File: config.mk
export PLATFORM = sky130hd
export DESIGN_NAME = ntc_div
export DESIGN_NICKNAME = d
export VERILOG_FILES = /design/src/ntc_pkg.sv /design/src/ntc_div.sv
export SDC_FILE = /design/constraint.sdc
export NUM_CORES = 2
export LEC_CHECK = 0
export BUFFER_PORTS_ARGS = -buffer_cell sky130_fd_sc_hd__buf_2
export CELL_PAD_IN_SITES_DETAIL_PLACEMENT = 1
export CELL_PAD_IN_SITES_GLOBAL_PLACEMENT = 2
export CORE_UTILIZATION = 47
export CTS_CLUSTER_SIZE = 16
export DETAILED_ROUTE_END_ITERATION = 8
export GPL_ROUTABILITY_DRIVEN = 0
export PLACE_DENSITY_LB_ADDON = 0.25
export SLEW_MARGIN = 0
export SYNTH_ARGS = -nofsm -noshare
export SYNTH_HDL_FRONTEND = slang
export SYNTH_SLANG_ARGS = --single-unit
File: constraint.sdc
create_clock -name clk -period 8.82 [get_ports clk]
set_clock_uncertainty 0.15 [all_clocks]
set_input_delay 1.764 -clock clk [delete_from_list [all_inputs] [get_ports clk]]
set_output_delay 1.764 -clock clk [all_outputs]
set_load 0.03 [all_outputs]
File: src/ntc_pkg.sv
// ----------------------------------------------------------------------------
// ntc_pkg
// Shared widths, register codes, status codes and bundle types for the NTC
// thermistor temperature core.
// ----------------------------------------------------------------------------
package ntc_pkg;

  // field widths
  localparam int SAMPLE_W     = 12;
  localparam int SAMPLE_BITS  = 12;
  localparam int SUPPLY_W     = 16;
  localparam int OHMS_W       = 20;
  localparam int BETA_W       = 14;
  localparam int CENTI_W      = 15;
  localparam int TEMP_W       = 16;
  localparam int LOG_FRAC_DEF = 16;

  // front end
  localparam int SUM_W     = OHMS_W + 1;
  localparam int DEN_W     = SAMPLE_BITS + SUM_W;
  localparam int SB_W      = SUPPLY_W + OHMS_W;
  localparam int NUM_SPLIT = 18;
  localparam int DEN_SPLIT = 17;
  localparam int PP_W      = OHMS_W + NUM_SPLIT;
  localparam int X_W       = OHMS_W + SB_W;

  // log unit
  localparam int GRP_W  = 8;
  localparam int NGRP   = X_W / GRP_W;
  localparam int GPOS_W = 3;
  localparam int MSB_W  = 6;
  localparam int MQ     = 30;
  localparam int M_W    = MQ + 1;
  localparam logic [MQ-1:0] LN2_Q30 = 30'd744261118;

  // temperature math
  localparam int CENTI_ZERO_C = 27315;
  localparam int K0_W         = 16;
  localparam int SBASE_W      = 21;
  localparam int BETA_SCALE   = 100;
  localparam int TB_W         = SBASE_W + K0_W;
  localparam int QUOT_W       = 17;
  localparam int TSUM_W       = QUOT_W + 2;
  localparam logic signed [TEMP_W-1:0] TEMP_MAX = 16'sh7FFF;
  localparam logic signed [TEMP_W-1:0] TEMP_MIN = 16'sh8000;

  // config port
  localparam int ADDR_W  = 5;
  localparam int PDATA_W = 32;

  typedef enum logic [2:0] {
    REG_SUPPLY, REG_SERIES, REG_TOP, REG_BOTTOM,
    REG_NOMINAL, REG_BETA, REG_T0, REG_OFFSET
  } ntc_reg_t;

  typedef enum logic [1:0] {
    ST_OK, ST_ZERO, ST_NONPOS, ST_SAT
  } ntc_status_t;

  typedef struct packed {
    logic [SUPPLY_W-1:0] supply;
    logic [OHMS_W-1:0]   series;
    logic [OHMS_W-1:0]   top;
    logic [OHMS_W-1:0]   bottom;
    logic [OHMS_W-1:0]   nominal;
    logic [BETA_W-1:0]   beta;
    logic [CENTI_W-1:0]  t0;
    logic [CENTI_W-1:0]  offset;
  } ntc_cfg_t;

  // per-item control that rides along the datapath
  typedef struct packed {
    logic vld;
    logic zero;
    logic nonpos;
    logic tden_bad;
  } ntc_tag_t;

endpackage

File: src/ntc_div.sv
// ----------------------------------------------------------------------------
// ntc_div
// Restoring divider, one quotient bit per stage, with a range check up
// front: quotients at or above 2^QUOT_W only flag overflow.
// ----------------------------------------------------------------------------
module ntc_div import ntc_pkg::*; #(
  parameter int NUMER_W = 54,
  parameter int UD_W    = 39
) (
  input  logic               clk,
  input  logic               rst,
  input  logic               en,
  input  ntc_tag_t           tag_in,
  input  logic [NUMER_W-1:0] numer,
  input  logic [UD_W-1:0]    ud,
  output ntc_tag_t           tag_out,
  output logic               ovf,
  output logic [QUOT_W-1:0]  quot
);

  localparam int CMP_W = UD_W + QUOT_W + 1;

  ntc_tag_t           d_tag [0:QUOT_W-1];
  logic               d_ovf [0:QUOT_W-1];
  logic [NUMER_W-1:0] d_rem [0:QUOT_W-1];
  logic [UD_W-1:0]    d_ud  [0:QUOT_W-1];
  logic [QUOT_W-1:0]  d_q   [0:QUOT_W-1];

  always_ff @(posedge clk) begin
    if (rst) d_tag[0] <= '0;
    else if (en) d_tag[0] <= tag_in;
  end

  always_ff @(posedge clk) begin
    if (en) begin
      d_ovf[0] <= CMP_W'(numer) >= (CMP_W'(ud) << QUOT_W);
      d_rem[0] <= numer;
      d_ud[0]  <= ud;
      d_q[0]   <= '0;
    end
  end

  for (genvar k = 1; k <= QUOT_W; k++) begin : g_bit
    localparam int B = QUOT_W - k;
    logic [CMP_W-1:0] trial;
    logic             take;

    always_comb begin
      trial = CMP_W'(d_ud[k-1]) << B;
      take  = CMP_W'(d_rem[k-1]) >= trial;
    end

    if (k < QUOT_W) begin : g_mid
      always_ff @(posedge clk) begin
        if (rst) d_tag[k] <= '0;
        else if (en) d_tag[k] <= d_tag[k-1];
      end
      always_ff @(posedge clk) begin
        if (en) begin
          d_ovf[k] <= d_ovf[k-1];
          d_ud[k]  <= d_ud[k-1];
          d_rem[k] <= take ? d_rem[k-1] - trial[NUMER_W-1:0] : d_rem[k-1];
          d_q[k]   <= d_q[k-1] | (QUOT_W'(take) << B);
        end
      end
    end else begin : g_last
      always_ff @(posedge clk) begin
        if (rst) tag_out <= '0;
        else if (en) tag_out <= d_tag[k-1];
      end
      always_ff @(posedge clk) begin
        if (en) begin
          ovf  <= d_ovf[k-1];
          quot <= d_q[k-1] | (QUOT_W'(take) << B);
        end
      end
    end
  end

endmodule

==> impl_metrics.py <==
metrics = {
    "sta": {
        "slew_headroom_pct": 20.1,
        "fin_crit_sh_pct": 58.3,
        "setup_viol": 0,
        "worst_slew_pin_slew_ps": 1180,
        "maxSlewViolCount": 0,
        "grt_setup_unrepaired": "no",
        "final.min_clock_period_ps": 5140,
        "setup_tns_ps": 0,
        "hold_slack_ps": 231,
        "hold_violations": 0,
        "fmaxAchievable_mhz": 194,
    },
    "setup_path": {
        "worst_setup_path_end_kind": "flop",
        "criticalPathCategory": "reg2reg",
        "max_stage_delay_ps": 850,
        "cp.arrival_ps": 5570,
        "critical_path_buf_inv_count": 4,
        "path_cells": "inv_1 > ha_1 > and3_1 > and2_0 > nand3_1 > nor4_1 > a21bo_1 > a2111oi_0 > nand2_1 > a41oi_4 > buf_4 > buf_4 > inv_2 > mux2_1",
        "path_max_fanout": 47,
        "critPathTopFamily": "simple AND/OR/NAND/NOR gates",
        "cp-start-kind": "flop",
        "required_ps": 9250,
        "crit_slowest_cell": "nor4_1",
        "crit_path_frequent_cell": "buf_4",
    },
    "cells_and_area": {
        "fin_nets": 10500,
        "drive_gt1_share_pct": 6.60,
        "nFillCells": 23300,
        "synthToLayoutAreaGrowth_pct": 9.82,
    },
    "clock_network": {
        "post_cts_buffers": 0,
        "cts_tree": "yes",
        "cts-root-buf": "clkbuf_16",
        "path_clk_slew_ps": 60,
        "clk_latency_ps": 880,
        "cts.htree.levels": 4,
        "clock_path_buffers": 3,
        "cts_buffers": 203,
        "cts_sinks": 1824,
        "ctsResizeCount": 0,
        "cts_hold_buf": 0,
    },
    "global_route": {
        "grt_max_degree": 201,
        "overflow": 0,
        "grt_pass1_vias": 76600,
        "grt_pass1_wl_um": 450000,
        "grt_usage_pct": 25.9,
        "antenna_found_initial": 7,
    },
    "floorplan": {
        "dieArea_mm2": 0.222,
        "initial_utilization_pct": 47.5,
        "die_h_um": 471,
        "die_w_um": 471,
        "core_area_mm2": 0.218,
        "num_rows": 171,
        "io_pins": 122,
    },
    "power": {
        "peakVddDrop_uv": 217,
        "p_per_area_mw_per_mm2": 334,
        "p_leak_nw": 45.6,
    },
    "yosys": {
        "syn_inst": 9593,
        "netlist_area_mm2": 0.103,
        "synth_ff_type": "edfxtp_1",
        "yosys_warnings": 0,
        "ys_types": 100,
        "synth_area_per_cell_um2": 10.8,
        "synth-edff-count": 1820,
        "synth_seq_cells": 1824,
        "synth_seq_area_share_pct": 52.9,
        "async_flop_share_pct": 0,
        "synth_nets": 10400,
    },
    "placement": {
        "port_buffers": 121,
        "hpwl_um": 223000,
    },
    "detailed_routing": {
        "wl_per_cell_um": 22.9,
        "drt_first_pass_iters": 5,
        "drt_iter0_markers": 5140,
        "ant_nets": 0,
        "vias_per_cell": 5.82,
        "wirelength_um": 290000,
        "route.vias.total": 73700,
        "drc": 0,
    },
    "run": {
        "drv_cap": 0,
    },
    "outcome": {
        "outcome": "completed",
    },
    "hold_path": {
        "hp-class": "reg2reg",
    },
}
-- flip-flops by register name, summed over array words and instances, names as in the netlist --
register	flops
d_ud	663
d_ovf	17
d_rem	918
ovf	1
d_q	136
d_tag	68
quot	17
tag_out	4
-- kinds of logic after synthesis --
group / after synthesis / synth area share (%)
DFF: 1824 / 52.9
buffers and inverters: 1211 / 4.45
adders and majority gates: 715 / 8.77
xor gates and xnor gates: 647 / 5.48
and+or+nand+nor: 2470 / 11.5
muxes: 126 / 1.36
AOI/OAI and AO/OA: 2600 / 15.5
-- synthesized netlist by cell type (49+ instances only) --
cell type  number  share of area, %
ha_1          699               8.5
mux2_2         93               1.0
a21oi_1       876               4.2
o211ai_1       49              0.36
nor2b_1        71              0.43
o21bai_1       98              0.71
a31oi_1        74              0.45
xnor2_1       353               3.0
nor3_1        115              0.56
nand3_1       162              0.78
xor2_1        294               2.5
o21a_1         74              0.54
nor2_1        609               2.2
clkbuf_1      262              0.95
inv_1         895               3.2
o31ai_1        58              0.42
nor4_1         93              0.56
nand4_1       154              0.93
and2_1        112              0.68
nand2_1       796               2.9
and3_1         72              0.44
nand2b_1       96              0.58
o21ai_0       605               2.9
a21o_1        399               2.9
edfxtp_1     1820                53
a211oi_1       67              0.49
-- placed cells by master (no fill, tap or decap), types with 41 or more instances in the layout --
cell,n
buf_2,120
xnor2_1,353
ha_1,699
a21oi_1,875
o21bai_1,97
a211oi_1,67
edfxtp_1,1820
a21o_1,399
mux2_2,93
clkbuf_1,41
nand3_1,162
nor4_1,85
o21ai_0,605
buf_4,43
and2_1,111
a31oi_1,73
clkbuf_16,203
nand2b_1,96
and3_1,72
o31ai_1,58
nor2_1,608
xor2_1,294
o21a_1,74
inv_1,893
nor3_1,115
nand4_1,154
nor2b_1,70
o211ai_1,49
nand2_1,796
clkinv_1,47
-- power breakdown --
group          total (W)  internal [W]  leakage (nW)  switching (W)
combinational     0.0158       0.00626          24.7        0.00950
clock            0.00835       0.00468          3.16        0.00367
sequential        0.0138        0.0123          17.8        0.00146
-- final cells by class --
cell class,count,area [µm²],area share [%]
inverters,898,3370,2.97
repair buffers,171,1080,0.954
diodes,1,2.50,0.00220
well taps,2854,3570,3.14
flip-flops and latches,1824,54700,48.2
clock buffers,244,5230,4.61
multi-input cells,6558,44200,38.9
clock inverters,128,1340,1.18
-- through the flow --
stage               cell area (µm²)  std cells  util [%]  power [W]  setup slack (ps)
floorplan                    103000       9593         -     0.0247              5120
global placement             107000      12300      49.1     0.0290              3930
detailed placement           107000      12300      49.1     0.0295              3800
CTS                          114000      12700      52.1     0.0380              3770
global route                 114000      12700      52.1     0.0402              3520
finish                       114000      12700      52.1     0.0379              3680
-- worst reg2reg max path, stage by stage, from the launching register on --
cell       delay, ps
edfxtp_1         410
inv_1             60
ha_1             390
and3_1           200
and2_0           670
nand3_1          230
nor4_1           850
a21bo_1          280
a2111oi_0        120
nand2_1          140
a41oi_4           40
buf_4            330
buf_4            320
inv_2            320
mux2_1           370
-- layer usage --
| layer | GRT usage (%) | wire, µm | vias up |
|---|---|---|---|
| met2 | 44.5 | 142000 | 1425 |
| met1 | 33.9 | 128000 | 36700 |
| met5 | 0 | 0 | - |
| li1 | - | - | 35200 |
| met3 | 2.97 | 10900 | 438 |
| met4 | 8.88 | 9850 | 0 |
-- worst paths after layout --
| check | slack, ps | from | depth (start not counted) | endpoint |
|---|---|---|---|---|
| worst max-delay path | 3680 | d_ud[0][148] | 14 | d_rem[0][248] |
| worst min-delay path | 230 | d_q[0][67] | 0 | d_q[0][84] |
| worst max register to register | 3680 | d_ud[0][148] | 14 | d_rem[0][248] |
| worst min register to register | 230 | d_q[0][67] | 0 | d_q[0][84] |
(Power assumes the default switching activity.)
